==> config.mk <==
export PLATFORM = sky130hd
export DESIGN_NAME = double_ended_queue
export DESIGN_NICKNAME = d
export VERILOG_FILES = /design/src/hw/rtl/dq_pkg.sv /design/src/hw/rtl/double_ended_queue.sv /design/src/hw/rtl/dq_store.sv
export SDC_FILE = /design/constraint.sdc
export NUM_CORES = 1
export LEC_CHECK = 0
export ABC_AREA = 1
export BUFFER_PORTS_ARGS = -buffer_cell sky130_fd_sc_hd__buf_2
export CORE_UTILIZATION = 40
export CTS_BUF_LIST = sky130_fd_sc_hd__clkbuf_4 sky130_fd_sc_hd__clkbuf_8
export CTS_CLUSTER_SIZE = 20
export DETAILED_ROUTE_END_ITERATION = 12
export HOLD_SLACK_MARGIN = 0.03
export PLACE_DENSITY = 0.61
export SLEW_MARGIN = 20
export SYNTH_ARGS = -nofsm -noshare
export SYNTH_HDL_FRONTEND = slang
export SYNTH_SLANG_ARGS = --single-unit
==> constraint.sdc <==
create_clock -name i_clk -period 6.55 [get_ports i_clk]
set_clock_uncertainty 0.2 [all_clocks]
set_input_delay 0 -clock i_clk [delete_from_list [all_inputs] [get_ports i_clk]]
set_output_delay 0 -clock i_clk [all_outputs]
set_load 0.02 [all_outputs]
==> src/hw/rtl/dq_pkg.sv <==
package dq_pkg;

    localparam int DATA_W      = 32;
    localparam int MODE_W      = 3;
    localparam int STATUS_W    = 2;
    localparam int DEPTH_DFLT  = 16;

    localparam logic [MODE_W-1:0] MODE_PUSH_FRONT = 3'd0;
    localparam logic [MODE_W-1:0] MODE_PUSH_REAR  = 3'd1;
    localparam logic [MODE_W-1:0] MODE_POP_FRONT  = 3'd2;
    localparam logic [MODE_W-1:0] MODE_POP_REAR   = 3'd3;
    localparam logic [MODE_W-1:0] MODE_PEEK_FRONT = 3'd4;
    localparam logic [MODE_W-1:0] MODE_PEEK_REAR  = 3'd5;

    localparam logic [STATUS_W-1:0] ST_OK    = 2'd0;
    localparam logic [STATUS_W-1:0] ST_EMPTY = 2'd1;
    localparam logic [STATUS_W-1:0] ST_FULL  = 2'd2;

    typedef logic signed [DATA_W-1:0] t_word;

endpackage

==> src/hw/rtl/double_ended_queue.sv <==
// Each result passes the stage-1 register and then the output register.
// Throughput: one item per cycle unless the output stalls; the ring store has
// one write, one registered read port; pointer and count update in the accept cycle.
// Reset (synchronous, active low) empties the queue and clears head, count and
// both stage valid flags; store contents stay undefined until written.
module double_ended_queue #(
    parameter  int DEPTH      = dq_pkg::DEPTH_DFLT,
    localparam int CNT_W      = $clog2(DEPTH + 1),
    localparam int OUT_DATA_W = ((dq_pkg::DATA_W + CNT_W + 7) / 8) * 8
) (
    input  logic                          i_clk,
    input  logic                          i_rst_n,
    input  logic                          i_s_tvalid,
    output logic                          o_s_tready,
    input  logic [dq_pkg::DATA_W-1:0]     i_s_tdata,   // [31:0] value
    input  logic [dq_pkg::MODE_W-1:0]     i_s_tuser,   // [2:0] mode
    output logic                          o_m_tvalid,
    input  logic                          i_m_tready,
    output logic [OUT_DATA_W-1:0]         o_m_tdata,   // [31:0] data, then occupancy
    output logic [dq_pkg::STATUS_W-1:0]   o_m_tuser    // [1:0] status
);
    import dq_pkg::*;

    localparam int PTR_W = $clog2(DEPTH);
    localparam int SUM_W = CNT_W + 1;
    localparam int PAD_W = OUT_DATA_W - DATA_W - CNT_W;

    logic [PTR_W-1:0]    r_head, n_head;
    logic [CNT_W-1:0]    r_count, n_count;
    logic                r_s1_valid;
    logic                r_s1_rd;
    logic [STATUS_W-1:0] r_s1_status;
    logic [CNT_W-1:0]    r_s1_count;
    logic                r_out_valid;
    t_word               r_out_data;
    logic [STATUS_W-1:0] r_out_status;
    logic [CNT_W-1:0]    r_out_count;

    logic                s_acc, s1_adv, out_free;
    logic                empty, full;
    logic [SUM_W-1:0]    sum_next, sum_cur;
    logic [PTR_W-1:0]    rear_next, rear_cur, head_dec, head_inc;
    logic                wr_en, rd_en;
    logic [PTR_W-1:0]    wr_addr, rd_addr;
    logic [STATUS_W-1:0] n_status;
    t_word               rd_data;
    logic [MODE_W-1:0]   mode;

    assign mode     = i_s_tuser;
    assign out_free = !r_out_valid || i_m_tready;
    assign s1_adv   = r_s1_valid && out_free;
    assign o_s_tready = !r_s1_valid || s1_adv;
    assign s_acc    = i_s_tvalid && o_s_tready;

    assign empty = (r_count == '0);
    assign full  = (r_count == CNT_W'(DEPTH));

    assign sum_next = SUM_W'(r_head) + SUM_W'(r_count);
    assign sum_cur  = sum_next - SUM_W'(1);
    assign rear_next = (sum_next >= SUM_W'(DEPTH)) ? PTR_W'(sum_next - SUM_W'(DEPTH))
                                                   : PTR_W'(sum_next);
    assign rear_cur  = (sum_cur >= SUM_W'(DEPTH)) ? PTR_W'(sum_cur - SUM_W'(DEPTH))
                                                  : PTR_W'(sum_cur);
    assign head_dec = (r_head == '0) ? PTR_W'(DEPTH - 1) : r_head - PTR_W'(1);
    assign head_inc = (r_head == PTR_W'(DEPTH - 1)) ? '0 : r_head + PTR_W'(1);

    always_comb begin
        n_head   = r_head;
        n_count  = r_count;
        n_status = ST_OK;
        wr_en    = 1'b0;
        rd_en    = 1'b0;
        wr_addr  = rear_next;
        rd_addr  = r_head;
        case (mode)
            MODE_PUSH_FRONT: begin
                if (full) begin
                    n_status = ST_FULL;
                end else begin
                    n_head  = head_dec;
                    n_count = r_count + CNT_W'(1);
                    wr_en   = 1'b1;
                    wr_addr = head_dec;
                end
            end
            MODE_PUSH_REAR: begin
                if (full) begin
                    n_status = ST_FULL;
                end else begin
                    n_count = r_count + CNT_W'(1);
                    wr_en   = 1'b1;
                end
            end
            MODE_POP_FRONT: begin
                if (empty) begin
                    n_status = ST_EMPTY;
                end else begin
                    n_head  = head_inc;
                    n_count = r_count - CNT_W'(1);
                    rd_en   = 1'b1;
                end
            end
            MODE_POP_REAR: begin
                if (empty) begin
                    n_status = ST_EMPTY;
                end else begin
                    n_count = r_count - CNT_W'(1);
                    rd_en   = 1'b1;
                    rd_addr = rear_cur;
                end
            end
            MODE_PEEK_FRONT: begin
                if (empty) begin
                    n_status = ST_EMPTY;
                end else begin
                    rd_en = 1'b1;
                end
            end
            MODE_PEEK_REAR: begin
                if (empty) begin
                    n_status = ST_EMPTY;
                end else begin
                    rd_en   = 1'b1;
                    rd_addr = rear_cur;
                end
            end
            default: begin
                n_status = ST_OK;
            end
        endcase
    end

    dq_store #(
        .DEPTH (DEPTH)
    ) u_store (
        .i_clk     (i_clk),
        .i_wr_en   (s_acc && wr_en),
        .i_wr_addr (wr_addr),
        .i_wr_data (t_word'(i_s_tdata)),
        .i_rd_en   (s_acc && rd_en),
        .i_rd_addr (rd_addr),
        .o_rd_data (rd_data)
    );

    always_ff @(posedge i_clk) begin
        if (!i_rst_n) begin
            r_head      <= '0;
            r_count     <= '0;
            r_s1_valid  <= 1'b0;
            r_out_valid <= 1'b0;
        end else begin
            if (s_acc) begin
                r_head  <= n_head;
                r_count <= n_count;
            end
            if (o_s_tready) begin
                r_s1_valid <= s_acc;
            end
            if (out_free) begin
                r_out_valid <= r_s1_valid;
            end
        end
    end

    always_ff @(posedge i_clk) begin
        if (s_acc) begin
            r_s1_rd     <= rd_en;
            r_s1_status <= n_status;
            r_s1_count  <= n_count;
        end
        if (s1_adv) begin
            r_out_data   <= r_s1_rd ? rd_data : '0;
            r_out_status <= r_s1_status;
            r_out_count  <= r_s1_count;
        end
    end

    assign o_m_tvalid = r_out_valid;
    assign o_m_tuser  = r_out_status;
    generate
        if (PAD_W > 0) begin : g_pad
            assign o_m_tdata = {{PAD_W{1'b0}}, r_out_count, r_out_data};
        end else begin : g_nopad
            assign o_m_tdata = {r_out_count, r_out_data};
        end
    endgenerate

`ifndef SYNTHESIS
    a_count_bound: assert property (@(posedge i_clk) disable iff (!i_rst_n)
        r_count <= CNT_W'(DEPTH))
        else $error("element count above depth");

    a_head_bound: assert property (@(posedge i_clk) disable iff (!i_rst_n)
        r_head <= PTR_W'(DEPTH - 1))
        else $error("head outside ring");

    a_fail_zero: assert property (@(posedge i_clk) disable iff (!i_rst_n)
        (r_out_valid && (r_out_status == ST_FULL || r_out_status == ST_EMPTY))
        |-> (r_out_data == '0))
        else $error("failed item carries nonzero data");

    a_full_hold: assert property (@(posedge i_clk) disable iff (!i_rst_n)
        (s_acc && full && (mode == MODE_PUSH_FRONT || mode == MODE_PUSH_REAR))
        |=> $stable(r_count) && $stable(r_head))
        else $error("insert into full queue changed state");

    a_occ_match: assert property (@(posedge i_clk) disable iff (!i_rst_n)
        s_acc |=> (r_s1_valid && r_s1_count == r_count))
        else $error("stage occupancy differs from count");
`endif

endmodule

==> src/hw/rtl/dq_store.sv <==
module dq_store #(
    parameter int  DEPTH  = dq_pkg::DEPTH_DFLT,
    localparam int ADDR_W = $clog2(DEPTH)
) (
    input  logic                  i_clk,
    input  logic                  i_wr_en,
    input  logic [ADDR_W-1:0]     i_wr_addr,
    input  dq_pkg::t_word         i_wr_data,
    input  logic                  i_rd_en,
    input  logic [ADDR_W-1:0]     i_rd_addr,
    output dq_pkg::t_word         o_rd_data
);
    import dq_pkg::*;

    t_word r_mem [DEPTH];
    t_word r_rd_data;

    always_ff @(posedge i_clk) begin
        if (i_wr_en) begin
            r_mem[i_wr_addr] <= i_wr_data;
        end
    end

    always_ff @(posedge i_clk) begin
        if (i_rd_en) begin
            r_rd_data <= r_mem[i_rd_addr];
        end
    end

    assign o_rd_data = r_rd_data;

endmodule
==> run_results.csv, run 1 <==
group,metric,value,unit
sta,fin_crit_sh,59.48,%
clock_network,clock-root-buffer,"clkbuf_8",
worst_hold_path,holdCritPathClass,"in2reg",
synthesis,ys_seq_area_share,68.43,%
power_and_ir_drop,max-vdd-ir-drop,0.0001434,V
route,drt-vias-per-instance,5.114,
floorplan,core-area,0.06470,mm²
place,post-place-cells,3247,
critical_path,crit_path_start_kind,"flop",
sta,finalMaxSlewViolations,0,
flow_run,maxCapViolCount,0,
sta,hold_slack,0.06286,ns
sta,fin_crit,3.896,ns
global_route,grt_max_degree,129,
floorplan,ios,83,
route,antenna_left,0,
layout,postLayoutCoreUtil,46.62,%
place,hpwl,35470,µm
route,via_count,17910,
clock_network,cts.reportedPaths.clkPinSlew,0.06,ns
critical_path,critPathKind,"reg2reg",
sta,worst_pin_slew,1.108,ns
synthesis,netlist_area,0.02626,mm²
floorplan,initial_utilization,40.58,%
power_and_ir_drop,powerDensity,294.4,mW/mm²
place,gp_congestion,0.8603,
sta,hold_viol,0,
sta,setup_slack,2.654,ns
critical_path,crit_top_cell,"nand2_1",
route,drc_errors,0,
synthesis,ys_ff_latch,602,
layout,fin_area,0.03016,mm²
place,dp_slack,2.653,ns
critical_path,path_cells,"ha_1 > fa_1 > nand2_1 > nand2_1 > inv_1 > nand3_1 > nand3b_1 > nand2_1 > nand2_1 > nand2_1 > buf_4 > inv_1 > buf_4 > nand3_1 > nand2_1",
clock_network,htreeDepth,3,
layout,fillers,5880,
sta,fmax,256.7,MHz
layout,fin_cells,3503,
synthesis,synth_cells,2409,
critical_path,end_kind,"flop",
sta,setup_viol,0,
global_route,grt_pass1_vias,17860,
layout,final_common_cell,"edfxtp_1",
global_route,antenna_found_initial,3,
clock_network,postCtsSetupBuffers,0,
route,drt_first_pass_iters,8,
floorplan,dieArea,0.06667,mm²
route,drt_iter0_markers,1576,
synthesis,yosysWarnings,0,
clock_network,cts.sinks,602,
clock_network,numCtsBuffers,100,
critical_path,required,6.78,ns
layout,drive_gt1_share,11.48,%
clock_network,cts_buffer_depth,3,
layout,fin_nets,2614,
clock_network,clk_latency,0.70,ns
global_route,track_usage,20.97,%
route,wl,69180,µm
critical_path,cp_num_buf_inv,4,
critical_path,cpMaxStageDelayCell,"inv_1",
synthesis,syn_area_per_cell,10.90,µm²
route,avgRoutedWirePerCell,19.75,µm
layout,multi_input_area,0.005983,mm²
sta,setup_tns,0,ns
synthesis,ys_types,34,
clock_network,cts_tree,"yes",
critical_path,slowest_delay,0.53,ns
layout,seq_area,0.01797,mm²
power_and_ir_drop,p_leak,12.49,nW
critical_path,crit_arrival,4.13,ns
global_route,grt_pass1_wl,106100,µm
critical_path,worstPathMaxFanout,33,
critical_path,cpLargestDelayFamily,"buffers and inverters",
place,placed_area,0.02750,mm²
sta,slew_headroom,26.11,%
status,outcome,"finished clean",
sta,rsz0062_at_grt,"no",
global_route,grt.overflow.total,0,
place,io_buffers,79,
layout,area_growth,14.88,%
layout,most-common-layout-cells,"edfxtp_1 (591), nand3_1 (533), inv_1 (487)",
floorplan,die_h,258.2,µm
power_and_ir_drop,finalPower,8.878,mW
floorplan,die_w,258.2,µm
floorplan,num_rows,93,
-- registers in the layout (all words and copies together), names as in the netlist, 2 cells and up --
register           flops
u_store.o_rd_data     32
r_head                 4
r_s1_status            2
r_s1_count             5
r_out_data            32
r_count                5
o_m_tuser              2
u_store.r_mem        512
r_out_count            5
-- cells in the mapped netlist --
cell type / instances / area, µm²
o21ai_2: 1 / 8.760
o21a_1: 1 / 7.510
or2_2: 1 / 6.260
nand2_2: 4 / 25.02
o21ai_1: 1 / 5.000
xnor2_1: 5 / 43.79
inv_1: 487 / 1828
o211ai_1: 1 / 7.510
nand3_1: 533 / 2668
nand4_1: 1 / 6.260
dfxtp_1: 11 / 220.2
fa_1: 1 / 20.02
a211oi_1: 2 / 15.01
conb_1: 1 / 3.750
ha_1: 8 / 100.1
inv_2: 3 / 11.26
nor2_1: 23 / 86.33
o21ai_0: 19 / 95.09
nor2_4: 1 / 11.26
nand3b_1: 97 / 728.2
a21oi_1: 13 / 65.06
buf_6: 2 / 22.52
nor3b_1: 1 / 7.510
nand2_1: 463 / 1738
o221ai_1: 1 / 8.760
nor3_1: 1 / 5.000
buf_2: 85 / 425.4
nand3_4: 2 / 35.03
buf_4: 23 / 172.7
nand4_2: 1 / 12.51
buf_1: 1 / 3.750
clkbuf_1: 19 / 71.32
edfxtp_1: 591 / 17750
xor2_1: 5 / 43.79
-- report_power, final --
group / internal (mW) / switching [mW] / leakage [nW] / total (mW)
combinational: 0.367 / 0.900 / 6.01 / 1.27
sequential: 4.35 / 0.0502 / 5.45 / 4.40
clock: 1.72 / 1.50 / 1.03 / 3.22
total: 6.43 / 2.45 / 12.5 / 8.88
-- cell families after synthesis --
| family | count (synthesis) | synth area share [%] |
|---|---|---|
| AND/OR/NAND/NOR | 1128 | 20.30 |
| buffers and inverters | 620 | 9.655 |
| flip-flops | 602 | 68.43 |
| AO/OA/AOI/OAI | 39 | 0.8101 |
| XOR/XNOR | 10 | 0.3336 |
| adder cells (fa/ha/maj) | 9 | 0.4575 |
| other | 1 | 0.01428 |
-- final timing paths --
kind,from,endpoint,slack [ns],depth (start not counted)
setup / recovery,r_head[0],u_store.o_rd_data[13],2.65,15
setup reg to reg,r_head[0],u_store.o_rd_data[13],2.65,15
hold / removal,i_s_tdata[8],u_store.r_mem[6][8],0.06,2
hold reg to reg,r_s1_count[2],r_out_count[2],0.21,0
-- metal layers --
layer	wire (µm)	track usage, %	up-vias
met1	29720	28.12	8719
met3	4933	3.219	148
met2	32450	34.33	745
met5	23	0	-
li1	-	-	8297
met4	2048	8.021	4
-- repair_timing --
| item | CTS | global route |
|---|---|---|
| hold buffers | 72 | 0 |
| resized for setup | 0 | 0 |
| endpoints found under the hold margin | 570 | 0 |
-- layout make-up --
| cell class | count | area share, % |
|---|---|---|
| Antenna cell | 1 | 0.008297 |
| Clock buffer | 142 | 5.671 |
| Clock inverter | 41 | 0.7135 |
| Inverter | 490 | 6.102 |
| Multi-Input combinational cell | 1189 | 19.84 |
| Sequential cell | 602 | 59.57 |
| Tap cell | 855 | 3.547 |
| Timing Repair Buffer | 183 | 4.551 |
(Power assumes the default switching activity.)
==> run 2: changes to the inputs <==
--- a/config.mk
+++ b/config.mk
@@ -12,7 +12,7 @@
 export CTS_CLUSTER_SIZE = 20
 export DETAILED_ROUTE_END_ITERATION = 12
 export HOLD_SLACK_MARGIN = 0.03
-export PLACE_DENSITY = 0.61
+export PLACE_DENSITY = 0.63
 export SLEW_MARGIN = 20
 export SYNTH_ARGS = -nofsm -noshare
 export SYNTH_HDL_FRONTEND = slang
==> constraint.sdc (replaced) <==
create_clock -name i_clk -period 3.58 [get_ports i_clk]
set_clock_uncertainty 0.2 [all_clocks]
set_input_delay 0 -clock i_clk [delete_from_list [all_inputs] [get_ports i_clk]]
set_output_delay 0 -clock i_clk [all_outputs]
set_load 0.02 [all_outputs]
==> run_results.csv, run 2 (same netlist as run 1, synthesis figures left out) <==
group,metric,value,unit
critical_path,critPathKind,"in2reg",
floorplan,core-area,0.06470,mm²
clock_network,postCtsSetupBuffers,0,
route,dr.max_layer_used,"met5",
place,post-place-cells,3270,
clock_network,clk_latency,0.69,ns
layout,largest_register_ffs,512,
worst_hold_path,holdCritPathClass,"in2reg",
route,wl_met3,5457,µm
clock_network,cts.reportedPaths.clkPinSlew,0.06,ns
floorplan,num_rows,93,
sta,hold_viol,0,
global_route,grt.overflow.total,0,
place,dp_slack,0.4388,ns
clock_network,cts_buffer_depth,3,
route,antenna_left,0,
layout,area_growth,16.15,%
clock_network,numCtsBuffers,95,
critical_path,worstPathMaxFanout,12,
route,wl_met2,33210,µm
power_and_ir_drop,max-vdd-ir-drop,0.0002196,V
layout,final_common_cell,"edfxtp_1",
clock_network,cts.sinks,602,
sta,hold_slack,0.07912,ns
sta,setup_viol,0,
global_route,grt_pass1_vias,17640,
floorplan,ios,83,
place,io_buffers,79,
floorplan,initial_utilization,40.58,%
sta,rsz0062_at_grt,"no",
critical_path,crit_arrival,3.71,ns
global_route,grt_pass1_wl,106400,µm
floorplan,die_w,258.2,µm
route,drt-vias-per-instance,5.123,
status,outcome,"complete, but fails checks",
global_route,grt_max_degree,83,
layout,drive_gt1_share,12.07,%
global_route,antenna_found_initial,3,
route,via_count,17970,
critical_path,required,3.98,ns
clock_network,clock-root-buffer,"clkbuf_8",
sta,fin_crit,3.310,ns
floorplan,die_h,258.2,µm
route,drc_errors,1,
worst_hold_path,holdPathStages,2,
flow_run,maxCapViolCount,0,
critical_path,reg2reg_depth,8,
sta,setup_slack,0.2700,ns
layout,fin_nets,2625,
place,hpwl,36690,µm
power_and_ir_drop,p_leak,12.60,nW
place,gp_congestion,0.8820,
sta,slew_headroom,36.01,%
floorplan,dieArea,0.06667,mm²
route,drt-met1-wl,28920,µm
power_and_ir_drop,finalPower,16.03,mW
status,violations,"design-rule violations",
critical_path,crit_path_start_kind,"input port",
power_and_ir_drop,powerDensity,525.5,mW/mm²
route,drt_first_pass_iters,9,
critical_path,end_kind,"flop",
sta,fin_crit_sh,92.46,%
clock_network,htreeDepth,3,
clock_network,cts_tree,"yes",
layout,most-common-layout-cells,"edfxtp_1 (591), nand3_1 (533), inv_1 (487)",
sta,fmax,302.1,MHz
sta,finalMaxSlewViolations,0,
global_route,track_usage,21.13,%
layout,top_register,"u_store.r_mem",
sta,worst_pin_slew,0.9576,ns
route,wl,69540,µm
layout,fin_cells,3507,
route,avgRoutedWirePerCell,19.83,µm
sta,setup_tns,0,ns
route,drt_iter0_markers,1570,
run 2: worst max-delay path, cell delays in order:
cell and delay [ns]:
dlygate4sd3_1 0.52, buf_2 0.09, dlygate4sd3_1 0.54, inv_1 0.09
nand3_1 0.14, nand2_2 0.20, inv_1 0.39, nand3_1 0.28
dlygate4sd3_1 0.71, a21oi_1 0.18, dlygate4sd3_1 0.56
run 2: routing by layer:
layer  GRT usage (%)  up-vias
li1                -     8325
met1           27.78     8708
met2           34.98      795
met3           3.504      135
met4           8.218        4
met5               0        -
run 2: final timing paths:
check	slack, ns	startpoint	end
worst min-delay path	0.08	i_s_tdata[7]	u_store.r_mem[4][7]
worst min register to register	0.22	r_s1_count[4]	r_out_count[4]
worst max-delay path	0.27	i_m_tready	r_head[1]
worst max register to register	0.39	r_count[0]	u_store.r_mem[2][12]
run 2: through the flow:
step | util [%] | instance area [µm²]
after floorplan | - | 26260
after global placement | 43.37 | 28060
after detailed placement | 43.37 | 28060
after CTS | 47.13 | 30490
after global routing | 47.13 | 30490
final | 47.13 | 30490
run 2: cell type report:
class,instances,area (µm²)
well taps,855,1070
repair buffers,199,1859
flip-flops and latches,602,17970
fillers,5844,34200
inverters,490,1839
clock buffers,126,1546
multi-input cells,1189,5977
diodes,1,2.502
clock inverters,45,232.7
run 2: where the power goes:
part | internal, mW | switching (mW)
clock | 2.82 | 2.70
sequential | 7.95 | 0.0784
combinational | 0.773 | 1.70
run 2: repair_timing:
action	4_1_cts	5_1_grt
endpoints found under the setup margin	0	1
gates resized for setup	0	1
hold endpoints to repair	569	0
hold buffers	65	0
==> run 3: changes to the inputs <==
--- a/config.mk
+++ b/config.mk
@@ -5,14 +5,13 @@
 export SDC_FILE = /design/constraint.sdc
 export NUM_CORES = 1
 export LEC_CHECK = 0
-export ABC_AREA = 1
 export BUFFER_PORTS_ARGS = -buffer_cell sky130_fd_sc_hd__buf_2
-export CORE_UTILIZATION = 40
+export CORE_UTILIZATION = 58
 export CTS_BUF_LIST = sky130_fd_sc_hd__clkbuf_4 sky130_fd_sc_hd__clkbuf_8
 export CTS_CLUSTER_SIZE = 20
 export DETAILED_ROUTE_END_ITERATION = 12
 export HOLD_SLACK_MARGIN = 0.03
-export PLACE_DENSITY = 0.63
+export PLACE_DENSITY = 0.84
 export SLEW_MARGIN = 20
 export SYNTH_ARGS = -nofsm -noshare
 export SYNTH_HDL_FRONTEND = slang
==> run_results.csv, run 3 <==
group,metric,value,unit
power_and_ir_drop,clock_power_share,35.3,%
global_route,grt_pass1_vias,16700,
layout,postLayoutCoreUtil,71.76,%
sta,slew_headroom,47.08,%
global_route,grt.overflow.total,0,
critical_path,crit_arrival,3.83,ns
clock_network,cts_buffer_depth,3,
power_and_ir_drop,p_leak,10.22,nW
route,avgRoutedWirePerCell,28.77,µm
floorplan,die_h,209.8,µm
power_and_ir_drop,switching_share,25.34,%
place,gp_congestion,0.8782,
power_and_ir_drop,p_int,11.64,mW
layout,seq_area,0.01797,mm²
critical_path,reg2reg_slack,-0.07,ns
floorplan,num_rows,75,
sta,worst_pin_slew,0.7938,ns
layout,final_common_cell,"edfxtp_1",
layout,fin_cells,2453,
place,hpwl,33990,µm
global_route,antenna_found_initial,1,
clock_network,cts.reportedPaths.clkPinSlew,0.07,ns
critical_path,reg2reg_depth,13,
route,drc_errors,0,
sta,finalMaxSlewViolations,0,
clock_network,numCtsBuffers,92,
synthesis,ys_async_sr_fraction,0,%
sta,hold_viol,0,
layout,top_register,"u_store.r_mem",
layout,diodes,0,
worst_hold_path,holdCritStartpoint,"i_s_tdata[23]",
layout,multi_input_area,0.007258,mm²
synthesis,yosysTopAreaCellShare,70.85,%
sta,rsz0062_at_grt,"yes",
critical_path,timing.rr.end,"u_store.o_rd_data[21]",
synthesis,ys_seq_area_share,71.73,%
power_and_ir_drop,netSwitchingPower,3.953,mW
synthesis,netlist_area,0.02505,mm²
synthesis,synth_area_leaders,"edfxtp_1 (71%), mux2i_1 (3.1%), mux2_2 (3.0%), o21ai_0 (2.0%), nand3_1 (2.0%)",
clock_network,htreeDepth,3,
critical_path,end_kind,"flop",
sta,fin_crit_sh,102.0,%
route,drt_iter0_markers,2144,
layout,drive_gt1_share,32.50,%
synthesis,yosysWarnings,0,
route,wl,70570,µm
power_and_ir_drop,p_seq_share,50.8,%
synthesis,synth_edf_count,591,
synthesis,yosys.cell_count.top_type,"edfxtp_1",
status,outcome,"complete, but fails checks",
power_and_ir_drop,comb_power_share,13.9,%
global_route,grt_max_degree,163,
clock_network,cts_tree,"yes",
worst_hold_path,min_to,"u_store.r_mem[11][23]",
synthesis,synth_top_area_cell,"edfxtp_1",
synthesis,synth_cells,1602,
sta,setup_slack,-0.07044,ns
floorplan,dieArea,0.04402,mm²
floorplan,die_w,209.8,µm
critical_path,worstReg2RegStart,"r_head[0]",
clock_network,clk_latency,0.66,ns
layout,fillers,2374,
status,violations,"negative setup slack",
route,drt_first_pass_iters,6,
route,via_count,16810,
critical_path,required,3.76,ns
sta,setup_tns,-0.1618,ns
critical_path,critPathKind,"reg2reg",
global_route,grt_pass1_wl,99420,µm
synthesis,syn_area_per_cell,15.64,µm²
place,io_buffers,79,
flow_run,maxCapViolCount,0,
power_and_ir_drop,finalPower,15.60,mW
layout,most-common-layout-cells,"edfxtp_1 (591), nand3_1 (98), clkbuf_8 (96)",
sta,fmax,273.9,MHz
synthesis,ys.flop_type,"edfxtp_1",
worst_hold_path,holdCritPathClass,"in2reg",
critical_path,crit_path_start_kind,"flop",
synthesis,ys_ff_latch,602,
floorplan,initial_utilization,59.32,%
floorplan,core-area,0.04223,mm²
route,drt-vias-per-instance,6.853,
floorplan,ios,83,
sta,fin_crit,3.650,ns
worst_hold_path,holdPathStages,2,
synthesis,ys_top_cells_by_count,"edfxtp_1 (591), o21ai_0 (102), nand3_1 (99)",
power_and_ir_drop,powerDensity,514.7,mW/mm²
layout,largest_register_ffs,512,
layout,area_growth,20.99,%
power_and_ir_drop,max-vdd-ir-drop,0.0002842,V
critical_path,worstPathMaxFanout,50,
synthesis,ys_types,68,
clock_network,cts.sinks,602,
route,antenna_left,0,
global_route,track_usage,30.68,%
layout,fin_nets,1888,
clock_network,clock-root-buffer,"clkbuf_8",
place,post-place-cells,2208,
sta,setup_viol,6,
[run 3: area by class of cell]
class                           count  share of cell area, %
Inverter                           12                 0.1486
Timing Repair Buffer              271                  8.584
Tap cell                          539                  2.225
Sequential cell                   602                  59.29
Clock buffer                      131                  5.227
Multi-Input combinational cell    861                  23.95
Clock inverter                     37                 0.5698
[run 3: worst max-delay path by stage]
stage                     slack [ns]  depth (start not counted)       start               endpoint
after floorplan                -0.39                          8  r_count[1]    u_store.r_mem[6][0]
after global placement         -0.14                         11   r_head[0]  u_store.o_rd_data[21]
after detailed placement       -0.22                         11   r_head[0]  u_store.o_rd_data[26]
after CTS                     -0.002                         14   r_head[0]  u_store.o_rd_data[31]
after global routing           -0.12                         15   r_head[0]  u_store.o_rd_data[21]
final                          -0.07                         13   r_head[0]  u_store.o_rd_data[21]
[run 3: logic make-up after synthesis]
family / count (synthesis) / synth area share [%]
flip-flops: 602 / 71.73
AO/OA/AOI/OAI: 400 / 12.12
AND/OR/NAND/NOR: 293 / 6.454
multiplexers: 144 / 6.089
buffers and inverters: 141 / 2.463
XOR/XNOR: 12 / 0.6443
adder cells (fa/ha/maj): 9 / 0.4796
other: 1 / 0.01497
[run 3: worst max-delay path, stage by stage, from the launching register on]
cell and delay, ns:
dfxtp_2 0.33, ha_2 0.19, fa_1 0.51, inv_1 0.07, ha_2 0.22, xor3_2 0.29, nand4_4 0.18, buf_4 0.21
buf_12 0.17, nand3_1 0.22, a21oi_4 0.11, a2111oi_4 0.42, buf_4 0.18, a221oi_2 0.04
[run 3: power groups by stage]
stage	sequential [mW]	combinational (mW)	clock, mW
after floorplan	8.08	1.05	0
after global placement	8.06	1.68	0
after detailed placement	8.06	1.75	0
after CTS	7.92	1.95	5.49
after global routing	7.92	2.25	5.84
final	7.92	2.17	5.51
[run 3: timing repair]
| item | CTS | global route |
|---|---|---|
| setup endpoints to repair | 32 | 442 |
| cloned | 3 | 4 |
| hold buffers | 46 | 0 |
| pin swaps | 14 | 13 |
| setup buffers | 13 | 12 |
| resized for setup | 70 | 62 |
| endpoints found under the hold margin | 545 | 0 |
[run 3: per-stage QoR]
stage          setup slack [ns]  instance area (µm²)  hold slack (ns)
3_5_place_dp            -0.2248                27090          0.03507
5_1_grt                 -0.1212                30300          0.08360
3_3_place_gp            -0.1401                27090          0.02453
6_report               -0.07044                30300          0.06393
2_1_floorplan           -0.3876                25070          -0.1011
4_1_cts               -0.002083                29790          0.03008
[run 3: per-layer routing]
layer / global-route usage (%) / wire, µm
met3: 5.821 / 7535
met4: 18.85 / 4285
met5: 0 / 13
met2: 51.16 / 35020
met1: 37.22 / 23720
